**src/sclt_pkg.sv**
```systemverilog
// Shared types and constants for the serial command line tokenizer.
// No dependencies; every other file uses this package by scoped names.
package sclt_pkg;

    localparam int LINE_BYTES  = 64;
    localparam int MAX_PARAMS  = 4;
    localparam int TOKEN_BYTES = 8;

    // characters kept per token
    localparam int KEEP_BYTES = TOKEN_BYTES - 1;

    localparam int BYTE_W  = 8;
    localparam int SLOT_W  = 4;
    localparam int LEN_W   = 3;
    localparam int CHARS_W = 56;
    localparam int LANES   = CHARS_W / BYTE_W;

    localparam int FILL_W = $clog2(LINE_BYTES);
    localparam int SIDX_W = (MAX_PARAMS + 1 > 1) ? $clog2(MAX_PARAMS + 1) : 1;
    localparam int SCNT_W = $clog2(MAX_PARAMS + 2);

    localparam int QDEPTH = 4;
    localparam int QPTR_W = $clog2(QDEPTH);
    localparam int QCNT_W = $clog2(QDEPTH + 1);

    localparam logic [BYTE_W-1:0] CH_SPACE = 8'h20;
    localparam logic [BYTE_W-1:0] CH_NUL   = 8'h00;
    localparam logic [BYTE_W-1:0] CH_LF    = 8'h0A;

    typedef enum logic [1:0] {
        CMD_CHAR = 2'd0,
        CMD_SEP  = 2'd1,
        CMD_END  = 2'd2,
        CMD_DROP = 2'd3
    } cmd_t;

    typedef struct packed {
        cmd_t              cmd;
        logic [BYTE_W-1:0] data;
    } qentry_t;

endpackage

```
**src/sclt_front.sv**
```systemverilog
// Front end: accepts received bytes, tracks the line fill count and
// classifies each byte into a command for the back end. Uses sclt_pkg.
module sclt_front (
    input  logic                           clk,
    input  logic                           rst_n,
    input  logic                           in_valid,
    output logic                           in_stall,
    input  logic [sclt_pkg::BYTE_W-1:0]    rx_byte,
    input  logic                           q_full,
    output logic                           q_push,
    output sclt_pkg::qentry_t              q_entry
);

    logic [sclt_pkg::FILL_W-1:0] fill_reg;
    logic [sclt_pkg::FILL_W-1:0] fill_next;
    logic                        is_lf;
    logic                        is_sep;
    logic                        at_limit;

    assign in_stall = q_full;
    assign q_push   = in_valid && !q_full;

    assign is_lf    = (rx_byte == sclt_pkg::CH_LF);
    assign is_sep   = (rx_byte == sclt_pkg::CH_SPACE) || (rx_byte == sclt_pkg::CH_NUL);
    assign at_limit = (fill_reg == sclt_pkg::FILL_W'(sclt_pkg::LINE_BYTES - 1));

    always_comb
    begin
        fill_next     = fill_reg;
        q_entry.data  = rx_byte;
        q_entry.cmd   = sclt_pkg::CMD_CHAR;
        priority if (is_lf)
        begin
            q_entry.cmd = sclt_pkg::CMD_END;
            fill_next   = '0;
        end
        else if (at_limit)
        begin
            // buffer full: line is dropped silently
            q_entry.cmd = sclt_pkg::CMD_DROP;
            fill_next   = '0;
        end
        else
        begin
            q_entry.cmd = is_sep ? sclt_pkg::CMD_SEP : sclt_pkg::CMD_CHAR;
            fill_next   = fill_reg + 1'b1;
        end
    end

    always_ff @(posedge clk or negedge rst_n)
    begin
        if (!rst_n)
        begin
            fill_reg <= '0;
        end
        else if (q_push)
        begin
            fill_reg <= fill_next;
        end
    end

endmodule

```
**src/sclt_queue.sv**
```systemverilog
// Short command queue between front and back end.
// Uses sclt_pkg for depth and entry type.
module sclt_queue (
    input  logic              clk,
    input  logic              rst_n,
    input  logic              push,
    input  sclt_pkg::qentry_t push_entry,
    output logic              full,
    input  logic              pop,
    output logic              not_empty,
    output sclt_pkg::qentry_t pop_entry
);

    sclt_pkg::qentry_t           mem_reg [sclt_pkg::QDEPTH];
    logic [sclt_pkg::QPTR_W-1:0] wr_ptr_reg;
    logic [sclt_pkg::QPTR_W-1:0] rd_ptr_reg;
    logic [sclt_pkg::QCNT_W-1:0] count_reg;
    logic                        do_push;
    logic                        do_pop;

    assign full      = (count_reg == sclt_pkg::QCNT_W'(sclt_pkg::QDEPTH));
    assign not_empty = (count_reg != '0);
    assign pop_entry = mem_reg[rd_ptr_reg];
    assign do_push   = push && !full;
    assign do_pop    = pop && not_empty;

    always_ff @(posedge clk or negedge rst_n)
    begin
        if (!rst_n)
        begin
            wr_ptr_reg <= '0;
            rd_ptr_reg <= '0;
            count_reg  <= '0;
        end
        else
        begin
            if (do_push)
            begin
                wr_ptr_reg <= (wr_ptr_reg == sclt_pkg::QPTR_W'(sclt_pkg::QDEPTH - 1)) ?
                              '0 : wr_ptr_reg + 1'b1;
            end
            if (do_pop)
            begin
                rd_ptr_reg <= (rd_ptr_reg == sclt_pkg::QPTR_W'(sclt_pkg::QDEPTH - 1)) ?
                              '0 : rd_ptr_reg + 1'b1;
            end
            if (do_push && !do_pop)
            begin
                count_reg <= count_reg + 1'b1;
            end
            else if (do_pop && !do_push)
            begin
                count_reg <= count_reg - 1'b1;
            end
        end
    end

    always_ff @(posedge clk)
    begin
        if (do_push)
        begin
            mem_reg[wr_ptr_reg] <= push_entry;
        end
    end

endmodule

```
**src/sclt_back.sv**
```systemverilog
// Back end: builds tokens from the command stream, keeps one slot per
// token, up to MAX_PARAMS+1, and emits all slots on end of line. Uses sclt_pkg.
module sclt_back (
    input  logic                            clk,
    input  logic                            rst_n,
    input  logic                            q_valid,
    input  sclt_pkg::qentry_t               q_entry,
    output logic                            q_pop,
    output logic                            out_valid,
    input  logic                            out_stall,
    output logic [sclt_pkg::SLOT_W-1:0]     slot_index,
    output logic [sclt_pkg::LEN_W-1:0]      token_length,
    output logic [sclt_pkg::CHARS_W-1:0]    token_chars,
    output logic                            last_slot
);

    typedef enum logic {
        ST_RUN,
        ST_EMIT
    } state_t;

    state_t                        state_reg;
    logic                          in_tok_reg;
    logic [sclt_pkg::LEN_W-1:0]    cur_len_reg;
    logic [sclt_pkg::CHARS_W-1:0]  cur_chars_reg;
    logic [sclt_pkg::SCNT_W-1:0]   slot_cnt_reg;
    logic [sclt_pkg::SIDX_W-1:0]   emit_idx_reg;
    logic                          out_valid_reg;
    logic [sclt_pkg::SLOT_W-1:0]   slot_index_reg;
    logic [sclt_pkg::LEN_W-1:0]    token_length_reg;
    logic [sclt_pkg::CHARS_W-1:0]  token_chars_reg;
    logic                          last_slot_reg;

    logic [sclt_pkg::LEN_W-1:0]    slot_len_reg   [sclt_pkg::MAX_PARAMS + 1];
    logic [sclt_pkg::CHARS_W-1:0]  slot_chars_reg [sclt_pkg::MAX_PARAMS + 1];

    logic [sclt_pkg::LEN_W-1:0]    base_len;
    logic [sclt_pkg::CHARS_W-1:0]  base_chars;
    logic [sclt_pkg::LEN_W-1:0]    add_len;
    logic [sclt_pkg::CHARS_W-1:0]  add_chars;
    logic                          is_flush;
    logic                          slot_store;
    logic                          slot_full;
    logic                          out_load;
    logic                          emit_present;
    logic                          emit_last;

    assign q_pop = (state_reg == ST_RUN) && q_valid;

    // append one character to the open token, truncating past KEEP_BYTES
    always_comb
    begin
        base_len   = in_tok_reg ? cur_len_reg : '0;
        base_chars = in_tok_reg ? cur_chars_reg : '0;
        add_chars  = base_chars;
        for (int j = 0; j < sclt_pkg::LANES; j++)
        begin
            if (j < sclt_pkg::KEEP_BYTES && base_len == sclt_pkg::LEN_W'(j))
            begin
                add_chars[j*sclt_pkg::BYTE_W +: sclt_pkg::BYTE_W] = q_entry.data;
            end
        end
        add_len = (base_len < sclt_pkg::LEN_W'(sclt_pkg::KEEP_BYTES)) ?
                  base_len + 1'b1 : base_len;
    end

    assign is_flush   = q_pop && ((q_entry.cmd == sclt_pkg::CMD_SEP) ||
                                  (q_entry.cmd == sclt_pkg::CMD_END));
    assign slot_full  = (slot_cnt_reg > sclt_pkg::SCNT_W'(sclt_pkg::MAX_PARAMS));
    assign slot_store = is_flush && in_tok_reg && !slot_full;

    assign out_load     = (state_reg == ST_EMIT) && (!out_valid_reg || !out_stall);
    assign emit_present = (sclt_pkg::SCNT_W'(emit_idx_reg) < slot_cnt_reg);
    assign emit_last    = (emit_idx_reg == sclt_pkg::SIDX_W'(sclt_pkg::MAX_PARAMS));

    always_ff @(posedge clk or negedge rst_n)
    begin
        if (!rst_n)
        begin
            state_reg        <= ST_RUN;
            in_tok_reg       <= 1'b0;
            cur_len_reg      <= '0;
            cur_chars_reg    <= '0;
            slot_cnt_reg     <= '0;
            emit_idx_reg     <= '0;
            out_valid_reg    <= 1'b0;
            slot_index_reg   <= '0;
            token_length_reg <= '0;
            token_chars_reg  <= '0;
            last_slot_reg    <= 1'b0;
        end
        else
        begin
            if (out_valid_reg && !out_stall)
            begin
                out_valid_reg <= 1'b0;
            end
            unique case (state_reg)
                ST_RUN:
                begin
                    if (q_pop)
                    begin
                        unique case (q_entry.cmd)
                            sclt_pkg::CMD_CHAR:
                            begin
                                in_tok_reg    <= 1'b1;
                                cur_len_reg   <= add_len;
                                cur_chars_reg <= add_chars;
                            end
                            sclt_pkg::CMD_SEP,
                            sclt_pkg::CMD_END:
                            begin
                                if (in_tok_reg && !slot_full)
                                begin
                                    slot_cnt_reg <= slot_cnt_reg + 1'b1;
                                end
                                in_tok_reg <= 1'b0;
                                if (q_entry.cmd == sclt_pkg::CMD_END)
                                begin
                                    state_reg    <= ST_EMIT;
                                    emit_idx_reg <= '0;
                                end
                            end
                            sclt_pkg::CMD_DROP:
                            begin
                                in_tok_reg   <= 1'b0;
                                slot_cnt_reg <= '0;
                            end
                            default:
                            begin
                                in_tok_reg <= in_tok_reg;
                            end
                        endcase
                    end
                end
                ST_EMIT:
                begin
                    if (out_load)
                    begin
                        out_valid_reg    <= 1'b1;
                        slot_index_reg   <= sclt_pkg::SLOT_W'(emit_idx_reg);
                        token_length_reg <= emit_present ? slot_len_reg[emit_idx_reg] : '0;
                        token_chars_reg  <= emit_present ? slot_chars_reg[emit_idx_reg] : '0;
                        last_slot_reg    <= emit_last;
                        if (emit_last)
                        begin
                            state_reg    <= ST_RUN;
                            slot_cnt_reg <= '0;
                            emit_idx_reg <= '0;
                        end
                        else
                        begin
                            emit_idx_reg <= emit_idx_reg + 1'b1;
                        end
                    end
                end
                default:
                begin
                    state_reg <= ST_RUN;
                end
            endcase
        end
    end

    // slots past the fill count read as empty, so no clearing is needed
    always_ff @(posedge clk)
    begin
        if (slot_store)
        begin
            slot_len_reg[slot_cnt_reg[sclt_pkg::SIDX_W-1:0]]   <= cur_len_reg;
            slot_chars_reg[slot_cnt_reg[sclt_pkg::SIDX_W-1:0]] <= cur_chars_reg;
        end
    end

    assign out_valid    = out_valid_reg;
    assign slot_index   = slot_index_reg;
    assign token_length = token_length_reg;
    assign token_chars  = token_chars_reg;
    assign last_slot    = last_slot_reg;

    a_no_pop_in_emit: assert property (@(posedge clk) disable iff (!rst_n)
        (state_reg == ST_EMIT) |-> !q_pop)
        else $error("queue popped while emitting slots");

    a_slot_cnt_range: assert property (@(posedge clk) disable iff (!rst_n)
        slot_cnt_reg <= sclt_pkg::SCNT_W'(sclt_pkg::MAX_PARAMS + 1))
        else $error("slot count out of range");

    a_len_range: assert property (@(posedge clk) disable iff (!rst_n)
        cur_len_reg <= sclt_pkg::LEN_W'(sclt_pkg::KEEP_BYTES))
        else $error("token length exceeds kept bytes");

    a_line_done: assert property (@(posedge clk) disable iff (!rst_n)
        (out_load && emit_last) |=> (state_reg == ST_RUN) && (slot_cnt_reg == '0))
        else $error("line state not cleared after last slot");

    a_empty_slot: assert property (@(posedge clk) disable iff (!rst_n)
        (out_valid_reg && (token_length_reg == '0)) |-> (token_chars_reg == '0))
        else $error("empty slot carries characters");

endmodule

```
**src/serial_command_line_tokenizer.sv**
```systemverilog
// Top level of the serial command line tokenizer: front end, command
// queue and back end. Uses sclt_pkg, sclt_front, sclt_queue, sclt_back.
//
//  channel  signals                                         direction
//  in       in_valid, in_stall, rx_byte                     byte in
//  out      out_valid, out_stall, slot_index, token_length, result out
//           token_chars, last_slot
//
// The front end takes one byte per cycle while the 4-entry queue has room.
// The back end retires one queued byte per cycle while not emitting; a line feed
// starts output of all MAX_PARAMS+1 slots, one slot at a time, paced by out_stall.
// While the back end emits, bytes keep filling the queue until it is full.
// Reset clears fill count, queue and token state; no clearing pass is needed.
module serial_command_line_tokenizer (
    input  logic                            clk,
    input  logic                            rst_n,
    input  logic                            in_valid,
    output logic                            in_stall,
    input  logic [sclt_pkg::BYTE_W-1:0]     rx_byte,
    output logic                            out_valid,
    input  logic                            out_stall,
    output logic [sclt_pkg::SLOT_W-1:0]     slot_index,
    output logic [sclt_pkg::LEN_W-1:0]      token_length,
    output logic [sclt_pkg::CHARS_W-1:0]    token_chars,
    output logic                            last_slot
);

    logic              q_full;
    logic              q_push;
    logic              q_pop;
    logic              q_valid;
    sclt_pkg::qentry_t push_entry;
    sclt_pkg::qentry_t pop_entry;

    sclt_front u_front (
        .clk      (clk),
        .rst_n    (rst_n),
        .in_valid (in_valid),
        .in_stall (in_stall),
        .rx_byte  (rx_byte),
        .q_full   (q_full),
        .q_push   (q_push),
        .q_entry  (push_entry)
    );

    sclt_queue u_queue (
        .clk        (clk),
        .rst_n      (rst_n),
        .push       (q_push),
        .push_entry (push_entry),
        .full       (q_full),
        .pop        (q_pop),
        .not_empty  (q_valid),
        .pop_entry  (pop_entry)
    );

    sclt_back u_back (
        .clk          (clk),
        .rst_n        (rst_n),
        .q_valid      (q_valid),
        .q_entry      (pop_entry),
        .q_pop        (q_pop),
        .out_valid    (out_valid),
        .out_stall    (out_stall),
        .slot_index   (slot_index),
        .token_length (token_length),
        .token_chars  (token_chars),
        .last_slot    (last_slot)
    );

endmodule
```
**config.mk**
```make
export PLATFORM = sky130hd
export DESIGN_NAME = serial_command_line_tokenizer
export DESIGN_NICKNAME = d
export VERILOG_FILES = /design/src/sclt_pkg.sv /design/src/sclt_front.sv /design/src/sclt_queue.sv /design/src/sclt_back.sv /design/src/serial_command_line_tokenizer.sv
export SDC_FILE = /design/constraint.sdc
export NUM_CORES = 1
export LEC_CHECK = 0
export BUFFER_PORTS_ARGS = -buffer_cell sky130_fd_sc_hd__clkbuf_2
export CAP_MARGIN = 0
export CORE_MARGIN = 4
export CORE_UTILIZATION = 50
export CTS_CLUSTER_DIAMETER = 30
export DETAILED_ROUTE_END_ITERATION = 8
export GPL_ROUTABILITY_DRIVEN = 0
export PLACE_DENSITY = 0.78
export SLEW_MARGIN = 20
export SYNTH_ARGS = -nofsm -noshare
export SYNTH_HDL_FRONTEND = slang
export SYNTH_SLANG_ARGS = --single-unit
```
**constraint.sdc**
```tcl
create_clock -name clk -period 13.5 [get_ports clk]
set_input_delay 3.375 -clock clk [delete_from_list [all_inputs] [get_ports clk]]
set_output_delay 3.375 -clock clk [all_outputs]
set_load 0.03 [all_outputs]
```
Yosys cells after proc, flatten, opt, wreduce, memory -nomap -nowiden
Memory sizes are Yosys's and may differ from the RTL's.
Index checks and enable logic that the tools add are counted.
W data, S select, Z words.
Storage, ports and cells
  flip-flop bits (word level): 144
  bits in writable memories: 335
  input bits: 12
  output and inout bits: 66
  word-level logic and storage cells: 153
  memories kept: 3
Memories
  u_back.slot_chars_reg: depth 5, bits a word 56, read ports 1, clocked after Yosys merged registers in 0, write ports 1, line sclt_back.sv:35  | logic [sclt_pkg::CHARS_W-1:0] slot_chars_reg [sclt_pkg::MAX_PARAMS + 1];
  u_queue.mem_reg: depth 4, bits a word 10, read ports 1, clocked after Yosys merged registers in 0, write ports 1, line sclt_queue.sv:14  | sclt_pkg::qentry_t mem_reg [sclt_pkg::QDEPTH];
  u_back.slot_len_reg: depth 5, bits a word 3, read ports 1, clocked after Yosys merged registers in 0, write ports 1, line sclt_back.sv:34  | logic [sclt_pkg::LEN_W-1:0] slot_len_reg [sclt_pkg::MAX_PARAMS + 1];
Cells by class
  add/subtract/negate cells: 8
  magnitude comparators: 3
  equality and inequality tests: 30
  muxes and demuxes: 47
  bitwise logic cells: 1
  reduce and logical (&&, ||, !) cells: 40
Operators by type and width (number)
  $mux W56: 2
  $mux W8: 7
  $mux W3: 14
  $reduce_and A4 Y1: 8
  $ne A2 B2 Y1 const B: 11
  $pmux W3 S2: 3
  $eq A3 B3 Y1 const B: 5
  $mux W1: 13
  $add A3 B1 Y3 const B: 4
  $logic_and A1 B1 Y1: 12
  $mux W6: 2
  $eq A2 B2 Y1 const B: 4
  $eq A8 B4 Y1 const B: 1
  $eq A8 B6 Y1 const B: 1
  $logic_not A8 Y1: 1
  $mux W2: 4
  $add A6 B1 Y6 const B: 1
  $eq A3 B2 Y1 const B: 2
  $eq A6 B6 Y1 const B: 1
  $logic_not A1 Y1: 6
  $ne A3 B3 Y1 const B: 2
  $reduce_and A5 Y1: 1
  $add A2 B1 Y2 const B: 2
  $pmux W1 S2: 2
  17 further kinds: 20

Longest topological paths before layout
Gate-level depths: netlist of run 1.
  word-level depth: 8
  mapped depth: 10
  depth with buffers taken out: 9

Modules after synthesis
A second synthesis of run 1 with hierarchy kept.
Second synthesis, totals
  cell total of the unflattened synthesis: 1229
  area total of the unflattened synthesis: 18634.1 sq um
By module, submodules not included
  sclt_back: times used 1, cells each 1087, area an instance 16280.6 sq um, seq. area each 12136.6 sq um
  sclt_queue: times used 1, cells each 89, area an instance 1898.1 sq um, seq. area each 1376.3 sq um
  sclt_front: times used 1, cells each 53, area an instance 455.4 sq um, seq. area each 150.1 sq um

Worst setup path before layout of run 1
Ideal clock, no wire load.
  kind: register -> register
  start point: reg u_queue.rd_ptr_reg[0] in the netlist's numbering
  end point: mem u_back.slot_chars_reg[0][0] in the netlist's numbering (enable)
  library setup time: 0.549 ns
  arrival: 5.757 ns
  data required time: 12.951 ns
  slack: 7.194 ns
  cell stages (with the launch flop): 7
  buffers on the path: 1
  clock period less this slack: 6.306 ns
  path through: dfrtp_1 -> buf_2 -> mux4_2 -> inv_1 -> ha_1 -> nand4_1 -> nor3_1
On the way
  longest elaborated chain between the ends: 8
  elaborated cells on any way between the ends: 9
  classes of those cells: eq/ne (2); mux (2); reduce/logical (4); memory (1)
Ends and longest elaborated chain
  from (decl): line sclt_queue.sv:16  | logic [sclt_pkg::QPTR_W-1:0] rd_ptr_reg;
  from (signal assigned): line sclt_queue.sv:44  | rd_ptr_reg <= (rd_ptr_reg == sclt_pkg::QPTR_W'(sclt_pkg::QDEPTH - 1)) ?
  $mem_v2 Z4 W10 *
  $eq A2 B1 Y1 / $eq A2 B2 Y1 (equally long branches): line sclt_back.sv:67, sclt_back.sv:68
  $logic_or A1 B1 Y1 *: line sclt_back.sv:67  | assign is_flush = q_pop && ((q_entry.cmd == sclt_pkg::CMD_SEP) ||
  $logic_and A1 B1 Y1 *: line sclt_back.sv:67
  $logic_and A1 B1 Y1 * (2 in a row): line sclt_back.sv:70  | assign slot_store = is_flush && in_tok_reg && !slot_full;
  $mux W1 *: line sclt_back.sv:168  | if (slot_store)
  $mux W1 (not written as such) *: line sclt_back.sv:171  | slot_chars_reg[slot_cnt_reg[sclt_pkg::SIDX_W-1:0]] <= cur_chars_reg;
  to (decl): line sclt_back.sv:35
Mark *: on every way between the ends. The rest lies on a longest branch, timed or not.

Worst setup path after layout of run 1
  start point: reg u_queue.count_reg[0] in the netlist's numbering
  end point: out in_stall
On the way
  longest elaborated chain between the ends: 1
Ends and longest elaborated chain
  from (decl): line sclt_queue.sv:17  | logic [sclt_pkg::QCNT_W-1:0] count_reg;
  from (signal assigned): line sclt_queue.sv:49  | count_reg <= count_reg + 1'b1;
  from (signal assigned): line sclt_queue.sv:53  | count_reg <= count_reg - 1'b1;
  $eq A3 B3 Y1: line sclt_queue.sv:21  | assign full = (count_reg == sclt_pkg::QCNT_W'(sclt_pkg::QDEPTH));
  to (decl): line serial_command_line_tokenizer.sv:18  | output logic in_stall,
No other way between the ends.

==> flow_summary_export.csv, run 1 <==
group,metric,value,unit
route,initialDrtViolationCount,741,
floorplanning,core_area,36400,sq um
yosys,yosysTopAreaCellShare,54.6,%
global_route,track_usage,19.7,%
yosys,yosys.area.top_type,"edfxtp_1",
critical_path,worstSetupPathType,"reg2out",
yosys,synth_edf_count,335,
clock_network,path_clk_slew,0.05,ns
clock_network,clkLatencyLatePin,0.61,ns
route,remaining_drc_errors,0,
finish,largest_register_ffs,280,
critical_path,cp_max_fo,7,
sta,fmax,0.190,GHz
power_and_ir_drop,sw_frac_of_total,31.5,%
yosys,ys_seq_area_share,74.2,%
finish,seq_area,13700,sq um
critical_path,slowest_stage,"or3b_2",
job,cap_violations,0,
clock_network,cts_max_path_buffers,3,
power_and_ir_drop,power_density,232,nW/um^2
critical_path,cp.arrival,1.88,ns
critical_path,cp_data_required_time,10.12,ns
critical_path,crit_family,"simple AND/OR/NAND/NOR gates",
route,routed_wl,38200,um
finish,diodes,0,
floorplanning,start_util,50.6,%
power_and_ir_drop,p_int,0.00356,W
yosys,ys_warn_count,0,
clock_network,cts_buffers,86,
finish,fin_nets,1260,
critical_path,slowest_delay,0.57,ns
clock_network,cts-resized-gates,0,
sta,setup_viol,0,
yosys,syn_inst,1096,
power_and_ir_drop,p_seq_share,38.1,%
sta,rsz0062_at_grt,"no",
power_and_ir_drop,comb_power_share,20.3,%
clock_network,cts_setup_buffers,0,
yosys,syn_area,18400,sq um
yosys,syn_avg_cell_area,16.8,sq um
route,via_count,9995,
finish,final_cell_mix,"edfxtp_1 (335), dfrtp_1 (141), nand2_1 (138)",
sta,fin_setup_tns,0,ns
floorplanning,die_height,200,um
route,viasPerCell,5.66,
place,hpwl,20900,um
route,dr.pass1.iters,5,
finish,drive_above_1_share,26.1,%
sta,finalCritPeriodShare,39.0,%
yosys,ys_top_cells_by_area,"edfxtp_1 (55%), dfrtp_1 (20%), mux4_2 (8.4%)",
sta,finalHoldViolCount,0,
clock_network,root_buffer,"clkbuf_16",
floorplanning,io-pin-count,78,
critical_path,path_buf_inv,2,
power_and_ir_drop,power.leakage,7.92,nW
worst_hold_path,min_from,"u_back.token_chars[11]$_DFFE_PN0P_",
sta,fin_ws,8.24,ns
yosys,synth_fp_nets,1132,
clock_network,clock_sinks,479,
route,post_drt_wl_per_cell,21.7,um
place,post-place-ws,7.98,ns
place,numPortBuffers,76,
finish,final_common_cell,"edfxtp_1",
sta,post-route-min-period,5.26,ns
floorplanning,die_w,200,um
finish,multi_input_area,4430,sq um
clock_network,htreeDepth,3,
critical_path,timing.rr.start,"u_queue.rd_ptr_reg[0]$_DFFE_PN0P_",
global_route,grt-ovfl-total,0,
clock_network,hold_buffers,0,
route,final_antenna_net_count,0,
global_route,grt_max_degree,86,
power_and_ir_drop,peakVddDrop,115,uV
power_and_ir_drop,p_clk_share,41.6,%
yosys,synth_cell_types,52,
global_route,antenna_found_initial,0,
finish,area_growth,21.2,%
critical_path,cp-startpoint,"u_queue.count_reg[0]$_DFFE_PN0P_",
floorplanning,rows,70,
sta,slew_headroom,34.2,%
clock_network,cts_tree,"built",
finish,nFillCells,2532,
critical_path,worst_setup_path_start_kind,"register",
sta,drv_slew,0,
floorplanning,dieArea,40000,sq um
yosys,ys.flop_type,"edfxtp_1",
yosys,async_flop_share,30.1,%
global_route,grt_pass1_wl,60000,um
sta,tightest_slew,0.987,ns
critical_path,endpoint_kind,"primary output",
worst_hold_path,min_path_type,"reg2reg",
sta,fin_skew,0.0195,ns
yosys,synth-seq-cells,479,
run_status,status,"complete, no violations",
global_route,grt_pass1_vias,10700,
power_and_ir_drop,p_switching,0.00163,W
critical_path,path_cells,"or3b_2 -> inv_1 -> clkbuf_2",
worst reg2reg max path, stage by stage, from the launching register on:
cell,delay (ns)
dfrtp_1,0.80
mux4_2,0.67
inv_1,0.11
ha_1,0.24
nand4_1,0.29
nor3_2,0.27
buf_4,0.65
power groups by stage:
| stage | Sequential [W] | Combinational (W) | Clock (W) |
|---|---|---|---|
| after floorplan | 0.00203 | 0.000669 | 0 |
| after global placement | 0.00199 | 0.00103 | 0 |
| after detailed placement | 0.00200 | 0.00105 | 0 |
| after CTS | 0.00198 | 0.00106 | 0.00219 |
| after global routing | 0.00201 | 0.00115 | 0.00227 |
| final | 0.00198 | 0.00105 | 0.00216 |
per-layer routing:
layer  vias to the layer above  global-route usage (%)  wire, um
li1                       4465                       -         -
met1                      5127                    25.8     15400
met2                       339                    32.9     19800
met3                        64                    3.39      1990
met4                         0                    8.55      1070
met5                         -                       0         0
cell type report:
type                       instances  share of cell area [%]
clock buffer                      94                    9.91
clock inverter                    68                    3.41
inverter                          30                   0.505
multi-input combinational        531                    19.8
sequential                       479                    61.3
tap                              468                    2.62
timing repair buffer              96                    2.44
synth_stat cells, types with 4 or more instances:
cell type  number
a22o_1         10
and3_1          6
buf_1           6
buf_2          16
clkbuf_1       32
dfrtp_1       144
edfxtp_1      335
ha_1           23
inv_1          29
mux2i_1        61
mux4_2         69
nand2_1       138
nand3_1        32
nand4_1         9
nor2_1          4
nor3_1          9
o21a_1          4
o21ai_0       114
o21ai_1         9
logic make-up after synthesis:
kind of cell | count (synthesis) | share of synthesized area, %
AO/OA/AOI/OAI | 155 | 4.78
XOR/XNOR | 3 | 0.143
adder cells (fa/ha/maj) | 24 | 1.67
buffers and inverters | 86 | 1.92
flip-flops | 479 | 74.2
multiplexers | 133 | 11.9
other | 1 | 0.0204
AND/OR/NAND/NOR | 215 | 5.35
path summary, 6_finish.rpt:
| path | end | slack (ns) | depth (start not counted) |
|---|---|---|---|
| worst max register to register | u_back.slot_chars_reg[3][22]$_DFFE_PP_ | 10.04 | 6 |
| max in group asynchronous | u_back.emit_idx_reg[2]$_DFFE_PN0P_ | 9.25 | 2 |
| worst min-delay path | u_back.token_chars[11]$_DFFE_PN0P_ | 0.48 | 2 |
| worst max-delay path | in_stall | 8.24 | 3 |
| worst min register to register | u_back.token_chars[11]$_DFFE_PN0P_ | 0.48 | 2 |
| min in group asynchronous | u_back.token_chars[26]$_DFFE_PN0P_ | 2.87 | 1 |
per-stage QoR:
stage / area (sq um) / total power (W) / util [%] / instances / hold WS (ns)
6_report: 22300 / 0.00519 / 61.3 / 1766 / 0.475
5_1_grt: 22300 / 0.00542 / 61.3 / 1766 / 0.495
3_5_place_dp: 19300 / 0.00306 / 53.0 / 1603 / 0.469
2_1_floorplan: 18400 / 0.00270 / - / 1096 / 0.460
4_1_cts: 22300 / 0.00524 / 61.2 / 1765 / 0.480
3_3_place_gp: 19300 / 0.00302 / 53.0 / 1603 / 0.465
No activity file was read; power rests on OpenSTA's default activity.
==> run 2: changes to the inputs <==
ABC_AREA = 1   (was not set)
clock period = 4.88 ns   (was 13.5 ns; I/O delays follow)
==> run 2 against run 1 <==
Design area grew 5.0%; core utilization grew 0.37 points; non-clock buffer count shrank 2; global-route usage grew 1.5 points; via count grew 33%; worst setup slack lost 7.1 ns; critical path type is now reg2reg; largest power group unchanged.
==> flow_summary_export.csv, run 2 <==
group,metric,value,unit
yosys,ys_top_cells_by_area,"edfxtp_1 (52%), dfrtp_1 (19%), nand2_1 (15%)",
finish,drive_above_1_share,15.5,%
global_route,grt_pass1_wl,70100,um
clock_network,cts_tree,"built",
clock_network,path_clk_slew,0.05,ns
clock_network,cts_max_path_buffers,3,
finish,finalInstanceArea,23400,sq um
critical_path,cp-startpoint,"u_queue.rd_ptr_reg[0]$_DFFE_PN0P_",
finish,final_common_cell,"nand2_1",
power_and_ir_drop,p_int,0.0102,W
finish,largest_register_ffs,280,
critical_path,worstSetupPathType,"reg2reg",
floorplanning,dieArea,42100,sq um
yosys,syn_avg_cell_area,10.9,sq um
yosys,ys_seq_area_share,70.2,%
place,numPortBuffers,76,
floorplanning,io-pin-count,78,
sta,slew_headroom,33.2,%
power_and_ir_drop,p_switching,0.00541,W
global_route,antenna_found_initial,0,
yosys,synthMuxAreaShare,0.0579,%
yosys,syn_area,19500,sq um
yosys,synth_top_family_by_area,"simple AND/OR/NAND/NOR gates",
route,routed_wl,44000,um
sta,finalHoldViolCount,0,
clock_network,cts_setup_buffers,0,
critical_path,cp.arrival,4.00,ns
place,hpwl,23600,um
critical_path,timing.rr.start,"u_queue.rd_ptr_reg[0]$_DFFE_PN0P_",
critical_path,worst_setup_path_start_kind,"register",
route,remaining_drc_errors,0,
finish,final_cell_mix,"nand2_1 (778), edfxtp_1 (335), nor2_1 (147)",
yosys,ys.flop_type,"edfxtp_1",
yosys,synth_xor_area_share,0.225,%
place,post-place-ws,1.25,ns
run_status,status,"complete, no violations",
clock_network,hold_buffers,0,
critical_path,r2r_slack,1.14,ns
floorplanning,core_area,38000,sq um
yosys,synth-seq-cells,479,
global_route,grt_pass1_vias,13600,
yosys,async_flop_share,30.1,%
yosys,synthAdderAreaFrac,1.58,%
power_and_ir_drop,peakVddDrop,333,uV
critical_path,endpoint_kind,"register",
global_route,grt_max_degree,105,
place,placed_area,20300,sq um
yosys,synth_compound_area_share,1.97,%
sta,fin_skew,0.0354,ns
finish,area_growth,20.4,%
job,cap_violations,0,
route,via_count,13300,
critical_path,cp_max_fo,38,
floorplanning,die_height,205,um
route,viasPerCell,5.35,
sta,drv_slew,0,
power_and_ir_drop,power_density,666,nW/um^2
sta,tightest_slew,0.998,ns
sta,fin_setup_tns,0,ns
yosys,yosysMostFrequentCell,"nand2_1",
floorplanning,die_w,205,um
worst_hold_path,min_from,"u_back.token_chars[17]$_DFFE_PN0P_",
floorplanning,start_util,51.2,%
power_and_ir_drop,power.leakage,10.3,nW
finish,fin_util,61.6,%
power_and_ir_drop,p_seq_share,34.9,%
sta,fmax,0.268,GHz
clock_network,cts_buffers,87,
yosys,synth_fp_nets,1827,
global_route,track_usage,21.2,%
sta,rsz0062_at_grt,"no",
yosys,yosys.area.top_type,"edfxtp_1",
finish,diodes,0,
power_and_ir_drop,p_clk_share,40.1,%
route,final_antenna_net_count,0,
yosys,synthTopCellsByCount,"nand2_1 (779), edfxtp_1 (335), nor2_1 (150)",
yosys,ys_warn_count,0,
finish,fin_nets,1933,
yosys,synth-simple-area-share,23.0,%
sta,post-route-min-period,3.74,ns
route,post_drt_wl_per_cell,17.7,um
sta,whs,0.473,ns
clock_network,htreeDepth,3,
global_route,grt-ovfl-total,0,
sta,fin_ws,1.14,ns
power_and_ir_drop,comb_power_share,25.0,%
yosys,synth_edf_count,335,
yosys,yosysTopAreaCellShare,51.7,%
sta,finalCritPeriodShare,76.6,%
sta,setup_viol,0,
yosys,synth_cell_types,38,
clock_network,cts-resized-gates,0,
clock_network,root_buffer,"clkbuf_16",
yosys,syn_inst,1791,
critical_path,cp_data_required_time,5.15,ns
power_and_ir_drop,sw_frac_of_total,34.7,%
clock_network,clkLatencyLatePin,0.60,ns
route,dr.pass1.iters,5,
clock_network,clock_sinks,479,
route,initialDrtViolationCount,1146,
floorplanning,rows,71,
worst_hold_path,min_path_type,"reg2reg",
[run 2: changes by cell type after synthesis, sizes merged, moves of 8 or more]
| cell | previous run | this run |
|---|---|---|
| a22o | 11 | 0 |
| o21ai | 123 | 38 |
| mux4 | 69 | 0 |
| clkbuf | 32 | 19 |
| buf | 24 | 58 |
| inv | 29 | 48 |
| o22ai | 1 | 9 |
| nand2 | 138 | 785 |
| nand4 | 9 | 1 |
| mux2i | 61 | 0 |
| nor2 | 4 | 170 |
| nand3 | 32 | 135 |
[run 2: area by class of cell]
cell class / instances / area [sq um]
Clock inverter: 66 / 828
Fill cell: 2779 / 14600
Clock buffer: 97 / 2300
Sequential cell: 479 / 13700
Tap cell: 511 / 639
Timing Repair Buffer: 94 / 549
Multi-Input combinational cell: 1187 / 5260
Inverter: 48 / 184
[run 2: cells by family (layout without fill, tap and decap cells)]
| family | after synthesis | after routing |
|---|---|---|
| buf+inv | 125 | 305 |
| xor+xnor | 5 | 5 |
| fa+ha+maj | 24 | 24 |
| other cells | 1 | 1 |
| flops | 479 | 479 |
| compound gates | 57 | 57 |
| mux | 1 | 1 |
| simple gates | 1099 | 1099 |
[run 2: layer usage]
metal	global-route usage, %	up-vias	share of wire (%)
met5	0	-	0
met4	10.5	0	4.3
met3	4.59	146	7.6
met2	35.4	596	49
met1	26.3	6394	39
li1	-	6146	-
[run 2: power by group through the flow]
stage / Combinational [W] / Sequential, W / Clock (W)
after CTS: 0.00391 / 0.00543 / 0.00632
after detailed placement: 0.00383 / 0.00548 / 0
final: 0.00390 / 0.00544 / 0.00625
after floorplan: 0.00242 / 0.00574 / 0
after global routing: 0.00431 / 0.00550 / 0.00654
after global placement: 0.00371 / 0.00546 / 0
[run 2: worst paths after layout]
path	end	cells past startpoint
max	u_back.slot_chars_reg[2][12]$_DFFE_PP_	8
min	u_back.token_chars[17]$_DFFE_PN0P_	2
max in group asynchronous	u_back.token_chars[29]$_DFFE_PN0P_	2
min in group asynchronous	u_back.token_chars[12]$_DFFE_PN0P_	1
max reg2reg	u_back.slot_chars_reg[2][12]$_DFFE_PP_	8
min reg2reg	u_back.token_chars[17]$_DFFE_PN0P_	2
[run 2: metrics by stage]
stage                     cells  power [W]
after floorplan            1791    0.00816
after global placement     2319    0.00917
after detailed placement   2319    0.00932
after CTS                  2482     0.0157
after global routing       2482     0.0164
final                      2482     0.0156
[run 2: critical path: stages (launching register included)]
cell	delay [ns]
dfrtp_1	0.62
inv_2	0.38
nand2_1	0.10
a32oi_1	0.37
inv_1	0.12
ha_1	0.37
nand4_1	0.34
nor2_4	0.71
buf_12	0.35
==> run 3: changes to the inputs <==
PLACE_DENSITY = 0.8   (was 0.78)
clock period = 3.4 ns   (was 4.88 ns; I/O delays follow)
==> run 3 against run 2 <==
Via count down 0.65%; clock skew rose by 0.0025 ns; clock power up 36%; first-iteration DRC count rose by 2.7%; power grew 41%; core utilization hardly changed; critical path type unchanged; largest cell class unchanged; largest power group unchanged.
==> flow_summary_export.csv, run 3 (same netlist as run 2, synthesis figures left out) <==
group,metric,value,unit
critical_path,cp.arrival,3.06,ns
sta,fin_skew,0.0379,ns
global_route,antenna_found_initial,0,
critical_path,slowest_stage,"dfrtp_1",
critical_path,crit_path_end,"u_back.slot_chars_reg[4][40]$_DFFE_PP_",
route,viasPerCell,5.31,
floorplanning,start_util,51.2,%
route,routed_wl,43000,um
place,hpwl,23500,um
critical_path,worst_setup_path_start_kind,"register",
critical_path,timing.rr.start,"u_queue.rd_ptr_reg[0]$_DFFE_PN0P_",
critical_path,endpoint_kind,"register",
global_route,track_usage,20.9,%
sta,finalCritPeriodShare,83.4,%
route,initialDrtViolationCount,1177,
floorplanning,core_area,38000,sq um
sta,rsz0062_at_grt,"no",
critical_path,cp-startpoint,"u_queue.rd_ptr_reg[0]$_DFFE_PN0P_",
critical_path,cp.depth,8,
power_and_ir_drop,power_density,939,nW/um^2
finish,drive_above_1_share,15.8,%
finish,diodes,0,
clock_network,root_buffer,"clkbuf_16",
sta,tightest_slew,0.933,ns
floorplanning,io-pin-count,78,
clock_network,cts-resized-gates,0,
floorplanning,rows,71,
sta,drv_slew,0,
clock_network,path_clk_slew,0.05,ns
global_route,grt_pass1_vias,13600,
clock_network,clkLatencyLatePin,0.60,ns
floorplanning,die_height,205,um
finish,final_cell_mix,"nand2_1 (778), edfxtp_1 (335), nor2_1 (147)",
finish,area_growth,20.3,%
finish,largest_register_ffs,280,
clock_network,cts_buffers,85,
critical_path,worstReg2RegEnd,"u_back.slot_chars_reg[4][40]$_DFFE_PP_",
power_and_ir_drop,power.leakage,10.3,nW
clock_network,cts_setup_buffers,0,
critical_path,crit_family,"buffers and inverters",
global_route,grt_max_degree,120,
route,via_count,13200,
clock_network,hold_buffers,0,
clock_network,htreeDepth,3,
place,placed_cells,2323,
route,remaining_drc_errors,0,
power_and_ir_drop,p_total,0.0220,W
job,cap_violations,0,
critical_path,cp_data_required_time,3.62,ns
route,dr.pass1.iters,6,
sta,post-route-min-period,2.83,ns
sta,slew_headroom,37.6,%
clock_network,cts_tree,"built",
critical_path,path_cells,"inv_2 -> nand2_1 -> a32oi_1 -> inv_1 -> ha_4 -> nand4_1 -> nor2_4 -> buf_12",
sta,setup_viol,0,
place,numPortBuffers,76,
power_and_ir_drop,peakVddDrop,536,uV
critical_path,slowest_delay,0.46,ns
critical_path,path_buf_inv,3,
finish,final_common_cell,"nand2_1",
clock_network,cts_max_path_buffers,3,
sta,finalHoldViolCount,0,
critical_path,r2r_slack,0.57,ns
finish,fin_nets,1935,
sta,fmax,0.353,GHz
worst_hold_path,min_path_type,"in2async",
floorplanning,die_w,205,um
route,final_antenna_net_count,0,
global_route,grt_pass1_wl,70000,um
run_status,status,"complete, no violations",
clock_network,clock_sinks,479,
finish,stdcell_count,2483,
route,post_drt_wl_per_cell,17.3,um
global_route,grt-ovfl-total,0,
critical_path,rr_worst_depth,8,
critical_path,cp_max_fo,59,
floorplanning,dieArea,42100,sq um
critical_path,worstSetupPathType,"reg2reg",
-- run 3: worst register-to-register path, stage by stage (launching register included) --
cell and delay [ns]:
dfrtp_1 0.46, inv_2 0.28, nand2_1 0.11, a32oi_1 0.25, inv_1 0.17, ha_4 0.32, nand4_1 0.29, nor2_4 0.21
buf_12 0.36
-- run 3: through the flow --
stage	worst slack [ns]	utilization [%]	hold slack [ns]	setup TNS [ns]	area, sq um
detailed placement	0.580	53.8	0.466	0	20500
global route	0.342	61.6	0.342	0	23400
finish	0.566	61.6	0.306	0	23400
global placement	0.712	53.8	0.461	0	20500
floorplan	-0.132	-	0.475	-23.34	19500
CTS	0.551	61.6	0.306	0	23400
-- run 3: how the worst min path moves through the flow --
stage                                             startpoint                              endpoint  slack (ns)  cells past startpoint
after floorplan              u_front.fill_reg[1]$_DFFE_PN0P_       u_front.fill_reg[1]$_DFFE_PN0P_        0.47                      2
after global placement    u_back.token_chars[52]$_DFFE_PN0P_    u_back.token_chars[52]$_DFFE_PN0P_        0.46                      2
after detailed placement  u_back.token_chars[23]$_DFFE_PN0P_    u_back.token_chars[23]$_DFFE_PN0P_        0.47                      2
after CTS                                              rst_n  u_back.cur_chars_reg[54]$_DFFE_PN0P_        0.31                      1
after global routing                                   rst_n  u_back.cur_chars_reg[54]$_DFFE_PN0P_        0.34                      1
final                                                  rst_n  u_back.cur_chars_reg[22]$_DFFE_PN0P_        0.31                      1
-- run 3: cell type report --
type	count	area, sq um
clock buffer	102	2300
clock inverter	58	649
fill	2824	14600
inverter	48	183
multi-input combinational	1187	5300
sequential	479	13700
tap	511	639
timing repair buffer	98	664
-- run 3: power breakdown --
part / internal (W) / switching [W]
registers: 0.00712 / 0.000545
clock network: 0.00564 / 0.00289
logic: 0.00160 / 0.00418
-- run 3: per-layer routing --
layer | vias to the layer above | global-route usage (%) | wire length [um]
li1 | 6152 | - | -
met1 | 6450 | 26.0 | 16800
met2 | 486 | 35.8 | 21800
met3 | 108 | 4.21 | 2950
met4 | 0 | 9.31 | 1430
met5 | - | 0 | 0
